### src/sv/vcrp_pkg.sv
// Shared types, codes and a section helper for the voxel chunk record parser.
package vcrp_pkg;

    typedef enum logic [4:0] {
        PH_CX           = 5'd0,
        PH_CY           = 5'd1,
        PH_CZ           = 5'd2,
        PH_BTYPE        = 5'd3,
        PH_BSTR_LEN     = 5'd4,
        PH_BSTR_BYTES   = 5'd5,
        PH_PAL_SIZE     = 5'd6,
        PH_PAL_LEN      = 5'd7,
        PH_PAL_BYTES    = 5'd8,
        PH_BL_LTYPE_BLK = 5'd9,
        PH_BLK_SKIP     = 5'd10,
        PH_SKY_TYPE     = 5'd11,
        PH_SKY_SKIP     = 5'd12,
        PH_SKY_SINGLE   = 5'd13,
        PH_SKY_LTYPE    = 5'd14,
        PH_LIT_TYPE     = 5'd15,
        PH_LIT_LTYPE    = 5'd16,
        PH_LIT_SKIP     = 5'd17,
        PH_ENT_FLAG     = 5'd18,
        PH_ENT_SIZE     = 5'd19,
        PH_ENT_BYTES    = 5'd20
    } phase_t;

    localparam logic [2:0] SEC_COORD  = 3'd0;
    localparam logic [2:0] SEC_BLOCK  = 3'd1;
    localparam logic [2:0] SEC_SKY    = 3'd2;
    localparam logic [2:0] SEC_LIGHT  = 3'd3;
    localparam logic [2:0] SEC_ENTITY = 3'd4;

    localparam logic [3:0] ST_OK            = 4'd0;
    localparam logic [3:0] ST_BAD_BLOCK     = 4'd1;
    localparam logic [3:0] ST_BAD_BLK_LAYER = 4'd2;
    localparam logic [3:0] ST_BAD_SKY       = 4'd3;
    localparam logic [3:0] ST_BAD_SKY_LAYER = 4'd4;
    localparam logic [3:0] ST_BAD_LIGHT     = 4'd5;
    localparam logic [3:0] ST_BAD_LIT_LAYER = 4'd6;
    localparam logic [3:0] ST_BAD_ENTITY    = 4'd7;
    localparam logic [3:0] ST_HALTED        = 4'd8;

    localparam logic [7:0] BT_NULL    = 8'd0;
    localparam logic [7:0] BT_SINGLE  = 8'd1;
    localparam logic [7:0] BT_PALETTE = 8'd2;

    localparam logic [7:0] BL_ONE     = 8'd1;
    localparam logic [7:0] BL_FOUR    = 8'd2;
    localparam logic [7:0] BL_QUARTER = 8'd3;
    localparam logic [7:0] BL_HALF    = 8'd4;
    localparam logic [7:0] BL_FULL    = 8'd5;
    localparam logic [7:0] BL_DOUBLE  = 8'd6;
    localparam logic [7:0] BL_EIGHTH  = 8'd7;

    localparam logic [7:0] SKY_NULL    = 8'd1;
    localparam logic [7:0] SKY_LAYERED = 8'd2;
    localparam logic [7:0] SKY_SINGLE  = 8'd3;
    localparam logic [7:0] SKYL_ONE    = 8'd1;
    localparam logic [7:0] SKYL_HALF   = 8'd2;

    localparam logic [7:0] LIT_NULL    = 8'd1;
    localparam logic [7:0] LIT_LAYERED = 8'd2;
    localparam logic [7:0] LITL_THREE  = 8'd1;
    localparam logic [7:0] LITL_DOUBLE = 8'd2;
    localparam logic [7:0] LITL_MIX_LO = 8'd3;
    localparam logic [7:0] LITL_MIX_HI = 8'd5;

    localparam logic [7:0] ENT_NONE = 8'd0;
    localparam logic [7:0] ENT_BLOB = 8'd1;

    typedef struct packed {
        logic [7:0]         byte_echo;
        logic [2:0]         section;
        logic               record_last;
        logic [3:0]         status;
        logic signed [31:0] chunk_x;
        logic signed [31:0] chunk_y;
        logic signed [31:0] chunk_z;
    } result_t;

    function automatic logic [2:0] section_of(input phase_t ph);
        logic [2:0] sec;
        if (ph <= PH_CZ)
            sec = SEC_COORD;
        else if (ph <= PH_BLK_SKIP)
            sec = SEC_BLOCK;
        else if (ph <= PH_SKY_LTYPE)
            sec = SEC_SKY;
        else if (ph <= PH_LIT_SKIP)
            sec = SEC_LIGHT;
        else
            sec = SEC_ENTITY;
        return sec;
    endfunction

endpackage

### src/sv/voxel_chunk_record_parser_top.sv
// Voxel chunk record parser: byte-wise section tagging, coordinate capture, error halt.
// Takes one byte per cycle while in_stall is low and returns one result per byte: the
// byte itself, the record section it belongs to, a last flag on the byte that closes a
// record together with the captured x/y/z coordinates, and a status code. Each byte
// passes through one phase register update and one result register, so the sustained
// rate is one byte per clock while out_stall is low; a two-entry output buffer takes
// one more byte while a result waits. An unknown type byte is reported once with its
// error code, after which every byte is echoed with status halted until reset.
module voxel_chunk_record_parser_top #(
    parameter int LAYERS      = 16,
    parameter int LAYER_CELLS = 256
) (
    input  logic               clk,
    input  logic               rst_n,
    input  logic               in_valid,
    output logic               in_stall,
    input  logic [7:0]         data_byte,
    output logic               out_valid,
    input  logic               out_stall,
    output logic [7:0]         byte_echo,
    output logic [2:0]         section,
    output logic               record_last,
    output logic [3:0]         status,
    output logic signed [31:0] chunk_x,
    output logic signed [31:0] chunk_y,
    output logic signed [31:0] chunk_z
);
    import vcrp_pkg::*;

    localparam int LCW = (LAYERS > 1) ? $clog2(LAYERS) : 1;
    localparam logic [LCW-1:0] LAYER_LAST = LCW'(LAYERS - 1);

    localparam logic [30:0] LEN_ONE     = 31'd1;
    localparam logic [30:0] LEN_THREE   = 31'd3;
    localparam logic [30:0] LEN_FOUR    = 31'd4;
    localparam logic [30:0] LEN_EIGHTH  = 31'(LAYER_CELLS / 8);
    localparam logic [30:0] LEN_QUARTER = 31'(LAYER_CELLS / 4);
    localparam logic [30:0] LEN_HALF    = 31'(LAYER_CELLS / 2);
    localparam logic [30:0] LEN_FULL    = 31'(LAYER_CELLS);
    localparam logic [30:0] LEN_DOUBLE  = 31'(LAYER_CELLS * 2);
    localparam logic [30:0] LEN_MIX     = 31'(3 + LAYER_CELLS / 2);

    phase_t             phase_reg, phase_next;
    logic [LCW-1:0]     layer_reg, layer_next;
    logic [30:0]        pal_reg, pal_next;
    logic [30:0]        skip_reg, skip_next;
    logic [31:0]        word_reg, word_next;
    logic [1:0]         idx_reg, idx_next;
    logic [31:0]        cx_reg, cx_next;
    logic [31:0]        cy_reg, cy_next;
    logic [31:0]        cz_reg, cz_next;
    logic               halted_reg, halted_next;

    result_t            res_c;
    result_t            out_reg, out_next;
    result_t            skid_reg, skid_next;
    logic               out_valid_reg, out_valid_next;
    logic               skid_valid_reg, skid_valid_next;

    logic               in_fire;
    logic               out_fire;
    logic [31:0]        word_shift;
    logic               word_done;
    logic               wlen_zero;
    logic [30:0]        wlen;
    logic               skip_end;
    logic               pal_end;
    logic               layer_end;
    logic [30:0]        blk_len;
    logic [30:0]        lit_len;

    assign in_stall  = skid_valid_reg;
    assign in_fire   = in_valid && !skid_valid_reg;
    assign out_fire  = out_valid_reg && !out_stall;

    assign word_shift = {word_reg[23:0], data_byte};
    assign word_done  = (idx_reg == 2'd3);
    assign wlen_zero  = word_shift[31] || (word_shift == 32'd0);
    assign wlen       = word_shift[30:0];
    assign skip_end   = (skip_reg == 31'd1);
    assign pal_end    = (pal_reg == 31'd1);
    assign layer_end  = (layer_reg == LAYER_LAST);

    always_comb
    begin
        case (data_byte)
            BL_ONE:     blk_len = LEN_ONE;
            BL_FOUR:    blk_len = LEN_FOUR;
            BL_QUARTER: blk_len = LEN_QUARTER;
            BL_HALF:    blk_len = LEN_HALF;
            BL_FULL:    blk_len = LEN_FULL;
            BL_DOUBLE:  blk_len = LEN_DOUBLE;
            BL_EIGHTH:  blk_len = LEN_EIGHTH;
            default:    blk_len = 31'd0;
        endcase
    end

    always_comb
    begin
        case (data_byte) inside
            LITL_THREE:                 lit_len = LEN_THREE;
            LITL_DOUBLE:                lit_len = LEN_DOUBLE;
            [LITL_MIX_LO:LITL_MIX_HI]:  lit_len = LEN_MIX;
            default:                    lit_len = 31'd0;
        endcase
    end

    // Result of the byte at the input
    always_comb
    begin
        res_c             = '0;
        res_c.byte_echo   = data_byte;
        res_c.section     = section_of(phase_reg);
        res_c.record_last = 1'b0;
        res_c.status      = ST_OK;
        if (halted_reg)
        begin
            res_c.section = SEC_COORD;
            res_c.status  = ST_HALTED;
        end
        else
        begin
            unique case (phase_reg) inside
                PH_BTYPE:
                    if (data_byte != BT_NULL && data_byte != BT_SINGLE &&
                        data_byte != BT_PALETTE)
                        res_c.status = ST_BAD_BLOCK;
                PH_BL_LTYPE_BLK:
                    if (blk_len == 31'd0)
                        res_c.status = ST_BAD_BLK_LAYER;
                PH_SKY_TYPE:
                    if (data_byte != SKY_NULL && data_byte != SKY_LAYERED &&
                        data_byte != SKY_SINGLE)
                        res_c.status = ST_BAD_SKY;
                PH_SKY_LTYPE:
                    if (data_byte != SKYL_ONE && data_byte != SKYL_HALF)
                        res_c.status = ST_BAD_SKY_LAYER;
                PH_LIT_TYPE:
                    if (data_byte != LIT_NULL && data_byte != LIT_LAYERED)
                        res_c.status = ST_BAD_LIGHT;
                PH_LIT_LTYPE:
                    if (lit_len == 31'd0)
                        res_c.status = ST_BAD_LIT_LAYER;
                PH_ENT_FLAG:
                    if (data_byte == ENT_NONE)
                        res_c.record_last = 1'b1;
                    else if (data_byte != ENT_BLOB)
                        res_c.status = ST_BAD_ENTITY;
                PH_ENT_SIZE:
                    res_c.record_last = word_done && wlen_zero;
                PH_ENT_BYTES:
                    res_c.record_last = skip_end;
                default:
                    res_c.record_last = 1'b0;
            endcase
            if (res_c.record_last)
            begin
                res_c.chunk_x = cx_reg;
                res_c.chunk_y = cy_reg;
                res_c.chunk_z = cz_reg;
            end
        end
    end

    // Parser state advance
    always_comb
    begin
        phase_next  = phase_reg;
        layer_next  = layer_reg;
        pal_next    = pal_reg;
        skip_next   = skip_reg;
        word_next   = word_reg;
        idx_next    = idx_reg;
        cx_next     = cx_reg;
        cy_next     = cy_reg;
        cz_next     = cz_reg;
        halted_next = halted_reg;
        if (!halted_reg)
        begin
            unique case (phase_reg) inside
                PH_CX, PH_CY, PH_CZ, PH_BSTR_LEN, PH_PAL_SIZE, PH_PAL_LEN, PH_ENT_SIZE:
                begin
                    word_next = word_shift;
                    idx_next  = idx_reg + 2'd1;
                end
                default:
                begin
                    word_next = word_reg;
                end
            endcase

            unique case (phase_reg)
                PH_CX:
                    if (word_done)
                    begin
                        cx_next    = word_shift;
                        phase_next = PH_CY;
                    end
                PH_CY:
                    if (word_done)
                    begin
                        cy_next    = word_shift;
                        phase_next = PH_CZ;
                    end
                PH_CZ:
                    if (word_done)
                    begin
                        cz_next    = word_shift;
                        phase_next = PH_BTYPE;
                    end
                PH_BTYPE:
                    if (data_byte == BT_NULL)
                        phase_next = PH_SKY_TYPE;
                    else if (data_byte == BT_SINGLE)
                        phase_next = PH_BSTR_LEN;
                    else if (data_byte == BT_PALETTE)
                        phase_next = PH_PAL_SIZE;
                PH_BSTR_LEN:
                    if (word_done)
                    begin
                        if (wlen_zero)
                            phase_next = PH_SKY_TYPE;
                        else
                        begin
                            skip_next  = wlen;
                            phase_next = PH_BSTR_BYTES;
                        end
                    end
                PH_BSTR_BYTES:
                begin
                    skip_next = skip_reg - 31'd1;
                    if (skip_end)
                        phase_next = PH_SKY_TYPE;
                end
                PH_PAL_SIZE:
                    if (word_done)
                    begin
                        layer_next = '0;
                        if (wlen_zero)
                            phase_next = PH_BL_LTYPE_BLK;
                        else
                        begin
                            pal_next   = wlen;
                            phase_next = PH_PAL_LEN;
                        end
                    end
                PH_PAL_LEN:
                    if (word_done)
                    begin
                        if (wlen_zero)
                        begin
                            pal_next = pal_reg - 31'd1;
                            if (pal_end)
                            begin
                                layer_next = '0;
                                phase_next = PH_BL_LTYPE_BLK;
                            end
                            else
                                phase_next = PH_PAL_LEN;
                        end
                        else
                        begin
                            skip_next  = wlen;
                            phase_next = PH_PAL_BYTES;
                        end
                    end
                PH_PAL_BYTES:
                begin
                    skip_next = skip_reg - 31'd1;
                    if (skip_end)
                    begin
                        pal_next = pal_reg - 31'd1;
                        if (pal_end)
                        begin
                            layer_next = '0;
                            phase_next = PH_BL_LTYPE_BLK;
                        end
                        else
                            phase_next = PH_PAL_LEN;
                    end
                end
                PH_BL_LTYPE_BLK:
                    if (blk_len != 31'd0)
                    begin
                        skip_next  = blk_len;
                        phase_next = PH_BLK_SKIP;
                    end
                PH_BLK_SKIP:
                begin
                    skip_next = skip_reg - 31'd1;
                    if (skip_end)
                    begin
                        if (layer_end)
                        begin
                            layer_next = '0;
                            phase_next = PH_SKY_TYPE;
                        end
                        else
                        begin
                            layer_next = layer_reg + LCW'(1);
                            phase_next = PH_BL_LTYPE_BLK;
                        end
                    end
                end
                PH_SKY_TYPE:
                    if (data_byte == SKY_NULL)
                        phase_next = PH_LIT_TYPE;
                    else if (data_byte == SKY_SINGLE)
                        phase_next = PH_SKY_SINGLE;
                    else if (data_byte == SKY_LAYERED)
                    begin
                        layer_next = '0;
                        phase_next = PH_SKY_LTYPE;
                    end
                PH_SKY_SINGLE:
                    phase_next = PH_LIT_TYPE;
                PH_SKY_LTYPE:
                    if (data_byte == SKYL_ONE)
                    begin
                        skip_next  = LEN_ONE;
                        phase_next = PH_SKY_SKIP;
                    end
                    else if (data_byte == SKYL_HALF)
                    begin
                        skip_next  = LEN_HALF;
                        phase_next = PH_SKY_SKIP;
                    end
                PH_SKY_SKIP:
                begin
                    skip_next = skip_reg - 31'd1;
                    if (skip_end)
                    begin
                        if (layer_end)
                        begin
                            layer_next = '0;
                            phase_next = PH_LIT_TYPE;
                        end
                        else
                        begin
                            layer_next = layer_reg + LCW'(1);
                            phase_next = PH_SKY_LTYPE;
                        end
                    end
                end
                PH_LIT_TYPE:
                    if (data_byte == LIT_NULL)
                        phase_next = PH_ENT_FLAG;
                    else if (data_byte == LIT_LAYERED)
                    begin
                        layer_next = '0;
                        phase_next = PH_LIT_LTYPE;
                    end
                PH_LIT_LTYPE:
                    if (lit_len != 31'd0)
                    begin
                        skip_next  = lit_len;
                        phase_next = PH_LIT_SKIP;
                    end
                PH_LIT_SKIP:
                begin
                    skip_next = skip_reg - 31'd1;
                    if (skip_end)
                    begin
                        if (layer_end)
                        begin
                            layer_next = '0;
                            phase_next = PH_ENT_FLAG;
                        end
                        else
                        begin
                            layer_next = layer_reg + LCW'(1);
                            phase_next = PH_LIT_LTYPE;
                        end
                    end
                end
                PH_ENT_FLAG:
                    if (data_byte == ENT_BLOB)
                        phase_next = PH_ENT_SIZE;
                PH_ENT_SIZE:
                    if (word_done && !wlen_zero)
                    begin
                        skip_next  = wlen;
                        phase_next = PH_ENT_BYTES;
                    end
                PH_ENT_BYTES:
                    skip_next = skip_reg - 31'd1;
                default:
                    phase_next = PH_CX;
            endcase

            if (res_c.status != ST_OK)
                halted_next = 1'b1;

            // Drop back to the start of the next record
            if (res_c.record_last)
            begin
                phase_next = PH_CX;
                layer_next = '0;
                pal_next   = '0;
                skip_next  = '0;
                word_next  = '0;
                idx_next   = '0;
            end
        end
    end

    always_ff @(posedge clk or negedge rst_n)
    begin
        if (!rst_n)
        begin
            phase_reg  <= PH_CX;
            layer_reg  <= '0;
            pal_reg    <= '0;
            skip_reg   <= '0;
            word_reg   <= '0;
            idx_reg    <= '0;
            cx_reg     <= '0;
            cy_reg     <= '0;
            cz_reg     <= '0;
            halted_reg <= 1'b0;
        end
        else if (in_fire)
        begin
            phase_reg  <= phase_next;
            layer_reg  <= layer_next;
            pal_reg    <= pal_next;
            skip_reg   <= skip_next;
            word_reg   <= word_next;
            idx_reg    <= idx_next;
            cx_reg     <= cx_next;
            cy_reg     <= cy_next;
            cz_reg     <= cz_next;
            halted_reg <= halted_next;
        end
    end

    // Output register with skid entry
    always_comb
    begin
        out_next        = out_reg;
        skid_next       = skid_reg;
        out_valid_next  = out_valid_reg;
        skid_valid_next = skid_valid_reg;
        if (out_fire || !out_valid_reg)
        begin
            out_next        = skid_valid_reg ? skid_reg : res_c;
            out_valid_next  = skid_valid_reg || in_fire;
            skid_valid_next = 1'b0;
        end
        else if (in_fire)
        begin
            skid_next       = res_c;
            skid_valid_next = 1'b1;
        end
    end

    always_ff @(posedge clk or negedge rst_n)
    begin
        if (!rst_n)
        begin
            out_valid_reg  <= 1'b0;
            skid_valid_reg <= 1'b0;
        end
        else
        begin
            out_valid_reg  <= out_valid_next;
            skid_valid_reg <= skid_valid_next;
        end
    end

    always_ff @(posedge clk)
    begin
        out_reg  <= out_next;
        skid_reg <= skid_next;
    end

    assign out_valid   = out_valid_reg;
    assign byte_echo   = out_reg.byte_echo;
    assign section     = out_reg.section;
    assign record_last = out_reg.record_last;
    assign status      = out_reg.status;
    assign chunk_x     = out_reg.chunk_x;
    assign chunk_y     = out_reg.chunk_y;
    assign chunk_z     = out_reg.chunk_z;

endmodule

### config.mk
export PLATFORM = sky130hd
export DESIGN_NAME = voxel_chunk_record_parser_top
export DESIGN_NICKNAME = d
export VERILOG_FILES = /design/src/sv/vcrp_pkg.sv /design/src/sv/voxel_chunk_record_parser_top.sv
export SDC_FILE = /design/constraint.sdc
export NUM_CORES = 1
export LEC_CHECK = 0
export ABC_AREA = 1
export BUFFER_PORTS_ARGS = -buffer_cell sky130_fd_sc_hd__buf_2
export CAP_MARGIN = 30
export CORE_MARGIN = 2
export CORE_UTILIZATION = 60
export DETAILED_ROUTE_END_ITERATION = 7
export GPL_ROUTABILITY_DRIVEN = 0
export GPL_TIMING_DRIVEN = 0
export PLACE_DENSITY = 0.86
export SLEW_MARGIN = 25
export SYNTH_ARGS = -nofsm -noshare
export SYNTH_HDL_FRONTEND = slang
export SYNTH_SLANG_ARGS = --single-unit
### constraint.sdc
create_clock -name clk -period 24 [get_ports clk]
set_clock_uncertainty 0.1 [all_clocks]
set_input_delay 7.2 -clock clk [delete_from_list [all_inputs] [get_ports clk]]
set_output_delay 7.2 -clock clk [all_outputs]
set_load 0.1 [all_outputs]
# Word-level counts from Yosys, hierarchy flattened
# Cells that the tools add are included.
# word_totals
wordCells,238
inputBits,12
reg_bits,420
# op_classes
eq_ne,62
n_lt_le_gt_ge,6
addsub,4
mux,95
bitwise_logic,2
n_reduce_logical,43
# ops
cell,count
2-to-1 mux 31 bit,14
2-to-1 mux 96 bit,2
one-hot mux 31 bit (6 select lines),1
2-to-1 mux 5 bit,26
2-to-1 mux 112 bit,1
one-hot mux 5 bit (21 select lines),1
one-hot mux 31 bit (3 select lines),1
one-hot mux 10 bit (7 select lines),1
2-to-1 mux 4 bit,17
"== test 31 x 1 -> 1 bit, second input constant",2
logical NOT 31 bit,2
nonzero test 31 bit,2
"subtractor 31 x 1 -> 31 bit, second input constant",2
"inequality test 3 bit, second input constant",17
2-to-1 mux 24 bit,2
"== test 5 x 4 -> 1 bit, second input constant",8
"== test 8 x 3 -> 1 bit, second input constant",4
logical NOT 32 bit,1
2-to-1 mux 3 bit,10
"== test 5 bit, second input constant",5
one-hot mux 4 bit (6 select lines),1
AND reduction 22 bit,1
one-hot mux 3 bit (7 select lines),1
"== test 5 x 3 -> 1 bit, second input constant",4
44 further kinds,86

# Longest topological paths before layout
# depth
depth_word,12
mapped_depth,18
ltp_nobuf,16

# Worst setup path before layout
# No wires, ideal clock.
# synth_timing
kind,input to register
start,input port out_stall
end,register skid_reg[0] in the netlist's numbering (enable)
t_required_ps,23316
n_path_buf,0
arrival_time_ps,14765
cell_stages,2
setup_ps,584
slack_ps,8551
cell_sequence,nand2_1 nor2_1
# synth_between
elab_chain_len,5
# synth_lines
item,line_no,source
"start, declared",voxel_chunk_record_parser_top.sv:19,"input logic out_stall,"
logical NOT 1 bit,voxel_chunk_record_parser_top.sv:74,assign out_fire = out_valid_reg && !out_stall;
logical AND 1 bit,voxel_chunk_record_parser_top.sv:74,
logical OR 1 bit,voxel_chunk_record_parser_top.sv:444,if (out_fire || !out_valid_reg)
NOT 1 bit (no source line),n/a,
AND reduction 2 bit (no source line),n/a,
"end signal, assigned",voxel_chunk_record_parser_top.sv:474,skid_reg <= skid_next;
"end, declared",voxel_chunk_record_parser_top.sv:56,"result_t skid_reg, skid_next;"
# Every way passes these cells.
# A chain may end at the register's enable or synchronous reset.

# Worst setup path after layout
# layout_timing
start,input port data_byte[0]
end,register out_reg (netlist bit chunk_x[1]) (data pin)
# layout_between
elab_chain_len,8
word_cells_on_any_way,10
classes_between,6 x mux; 4 x reduce/logical
# layout_lines
item,line_no,source
"start, declared",voxel_chunk_record_parser_top.sv:17,"input logic [7:0] data_byte,"
logical NOT 32 bit,voxel_chunk_record_parser_top.sv:78,assign wlen_zero = word_shift[31] || (word_shift == 32'd0);
logical OR 1 bit,voxel_chunk_record_parser_top.sv:78,
logical AND 1 bit,voxel_chunk_record_parser_top.sv:150,res_c.record_last = word_done && wlen_zero;
one-hot mux 1 bit (3 select lines) *,voxel_chunk_record_parser_top.sv:123,unique case (phase_reg) inside
2-to-1 mux 1 bit *,voxel_chunk_record_parser_top.sv:116,if (halted_reg)
2-to-1 mux 96 bit *,voxel_chunk_record_parser_top.sv:156,if (res_c.record_last)
2-to-1 mux 96 bit *,voxel_chunk_record_parser_top.sv:116,
2-to-1 mux 112 bit *,voxel_chunk_record_parser_top.sv:446,out_next = skid_valid_reg ? skid_reg : res_c;
"end signal, assigned",voxel_chunk_record_parser_top.sv:473,out_reg <= out_next;
"end, declared",voxel_chunk_record_parser_top.sv:55,"result_t out_reg, out_next;"
# Every way passes the cells marked *; elsewhere a longest branch is shown, timed or not. The select of a mux whose other input is x is not followed.

==> flow_summary.json <==
{
  "core-area_um2": 32400,
  "drt-pass1-iter-count": 7,
  "cts.sinks": 420,
  "synthTopCellsByArea": "edfxtp_1 34%, dfrtp_1 25%, nand2_1 11%",
  "r2r_slack_ps": 20650,
  "dieArea_um2": 34100,
  "ys_warn_count": 0,
  "grt_max_degree": 75,
  "outcome": "finished, final reports clean",
  "routed_wl_mm": 56.3,
  "fin_tns_setup_ps": 0,
  "grt-ovfl-total": 0,
  "holdPathStages": 2,
  "synth-seq-cells": 420,
  "start_util_pct": 60.6,
  "final_core_util_pct": 69.4,
  "dieHeight_um": 185,
  "path_class": "input port to flop",
  "hold-path-endpoint": "layer_reg[3]",
  "ant_nets": 0,
  "max_cap_violations": 0,
  "r2r-start": "word_reg[12]",
  "post_synth_instance_area_um2": 19600,
  "chipWidth_um": 185,
  "rows": 66,
  "use_met3_pct": 8.59,
  "fillCellCount": 2270,
  "clkTransAtPathRegs_ps": 60,
  "io_buffers": 125,
  "power_density_nw_per_um2": 74.8,
  "irDropWorstVdd_mv": 0.0574,
  "drtIter0Drc": 2364,
  "area_delta_synth_final_pct": 14.6,
  "finalCriticalPeriod_ps": 9620,
  "finalMaxSlewViolations": 0,
  "grtUsageMet1_pct": 40.6,
  "insertion_delay_ps": 560,
  "post_drt_wl_per_cell_um": 19.7,
  "worstPathRequired_ps": 24230,
  "hold_viol": 0,
  "mostFrequentLayoutCells": "597 x nand2_1, 285 x nor2_1, 275 x o21ai_0, 230 x inv_1, 224 x edfxtp_1",
  "grt_setup_unrepaired": "false",
  "antenna_found_initial": 5,
  "layout_commonest_cell": "nand2_1",
  "hold_buffers": 0,
  "tightest_slew_ps": 762,
  "clockBufferDepth": 3,
  "largest_reg_flops": 112,
  "finalCritPeriodShare_pct": 40.1,
  "final-setup-viol-count": 0,
  "reg2reg_to": "chunk_x[1]",
  "synth_top_area_share_pct": 34.3,
  "drc": 0,
  "cts_tree": "done",
  "synth_top_cell_by_area": "edfxtp_1",
  "p_leak_nw": 9.65,
  "top_usage_layer": "met2",
  "post_drt_via_cell_ratio": 5.99,
  "vias": 17100,
  "cts-root-buf": "clkbuf_16",
  "fmax_ghz": 0.104,
  "mappedNetlistNets": 2225,
  "end_kind": "flop",
  "hold_class": "flop to flop",
  "cp_data_arrival_time_ps": 9850,
  "grtUsageTotal_pct": 33.2,
  "relSlewSlack_pct": 49.2,
  "drive_gt1_share_pct": 13.1,
  "synth_cells": 2207,
  "io_pins": 126,
  "r2r.worst_path.cells": 11,
  "cts.repair_timing.setup_buffer_count": 0,
  "grt_use_met2_pct": 52.9,
  "synth.distinct_cells": 45,
  "cts_max_level": 2,
  "nets": 2402,
  "grt_first_pass_wirelength_mm": 87.1,
  "min-delay-start": "layer_reg[3]",
  "worstPathMaxFanout": 10,
  "grt_pass1_vias": 16300,
  "ctsResizeCount": 0,
  "ys_seq_area_share_pct": 59.3,
  "cts_buffers": 42,
  "dp_hpwl_mm": 38.8,
  "startpoint_type": "input port",
  "syn_area_per_cell_um2": 8.89
}
## layer usage
| metal | up-vias | routed length, µm |
|---|---|---|
| met5 | - | 49 |
| met4 | 8 | 4080 |
| met3 | 314 | 6800 |
| met2 | 1238 | 25800 |
| met1 | 8011 | 19600 |
| li1 | 7565 | - |
## where the power goes
part | switching (W) | internal, W
clock network | 0.000289 | 0.000382
logic | 0.000185 | 0.0000242
registers | 0.00000794 | 0.000792
## layout make-up
| cell class | count | area, µm² | area share [%] |
|---|---|---|---|
| inverters | 235 | 885 | 3.94 |
| repair buffers | 133 | 856 | 3.81 |
| plain buffers | 94 | 469 | 2.09 |
| flip-flops and latches | 420 | 11600 | 51.8 |
| clock buffers | 56 | 1210 | 5.37 |
| clock inverters | 22 | 220 | 0.980 |
| well taps | 442 | 553 | 2.46 |
| diodes | 2 | 5.00 | 0.0223 |
| multi-input cells | 1458 | 6640 | 29.6 |
## Yosys cell counts, drive strengths merged
cell type,number
a21oi,32
a22oi,2
a31o,1
a31oi,1
and2,2
buf,43
clkbuf,51
clkinv,1
dfrtp,196
edfxtp,224
ha,6
inv,234
nand2,608
nand3,88
nand3b,4
nand4,19
nor2,293
nor3,15
nor4,2
o2111ai,1
o211ai,17
o21a,3
o21ai,331
o221ai,1
o22ai,2
o311ai,1
o31ai,2
or2,10
xnor2,3
xor2,14
## worst max-delay path, cell delays in order
cell      delay, ps
buf_2           130
buf_2           190
nor2_4          140
nand2_2          80
nor2_4          130
nand2_2         100
o21ai_4         240
nand2_2         100
nand2_2         150
nand2_1         400
buf_2           370
clkbuf_1        260
o21ai_0         360
## worst max-delay path by stage
stage,start,cells after the start,endpoint,slack [ps]
CTS,data_byte[0],13,chunk_x[1],14570
finish,data_byte[0],13,chunk_x[1],14380
global route,data_byte[0],13,chunk_x[1],14240
floorplan,out_stall,2,skid_reg[0],8550
detailed placement,data_byte[0],13,chunk_x[1],14000
global placement,out_stall,3,skid_reg[45],4590
## kinds of logic after synthesis
group                      synth area share (%)
xor gates and xnor gates                  0.759
and+or+nand+nor                            21.5
adders and majority gates                 0.383
AOI/OAI and AO/OA                          11.1
buffers and inverters                      6.90
DFF                                        59.3
## metrics by stage
step                total power [W]  setup WS [ps]  hold slack, ps  cells  instance area (µm²)
global placement            0.00102           4590             360   2774                20800
floorplan                  0.000979           8550             342   2207                19600
global route                0.00172          14240             412   2860                22500
CTS                         0.00168          14570             388   2860                22500
detailed placement          0.00102          14000             374   2782                21000
finish                      0.00168          14380             384   2862                22500
Note: power is estimated with default switching activity, not from simulation.
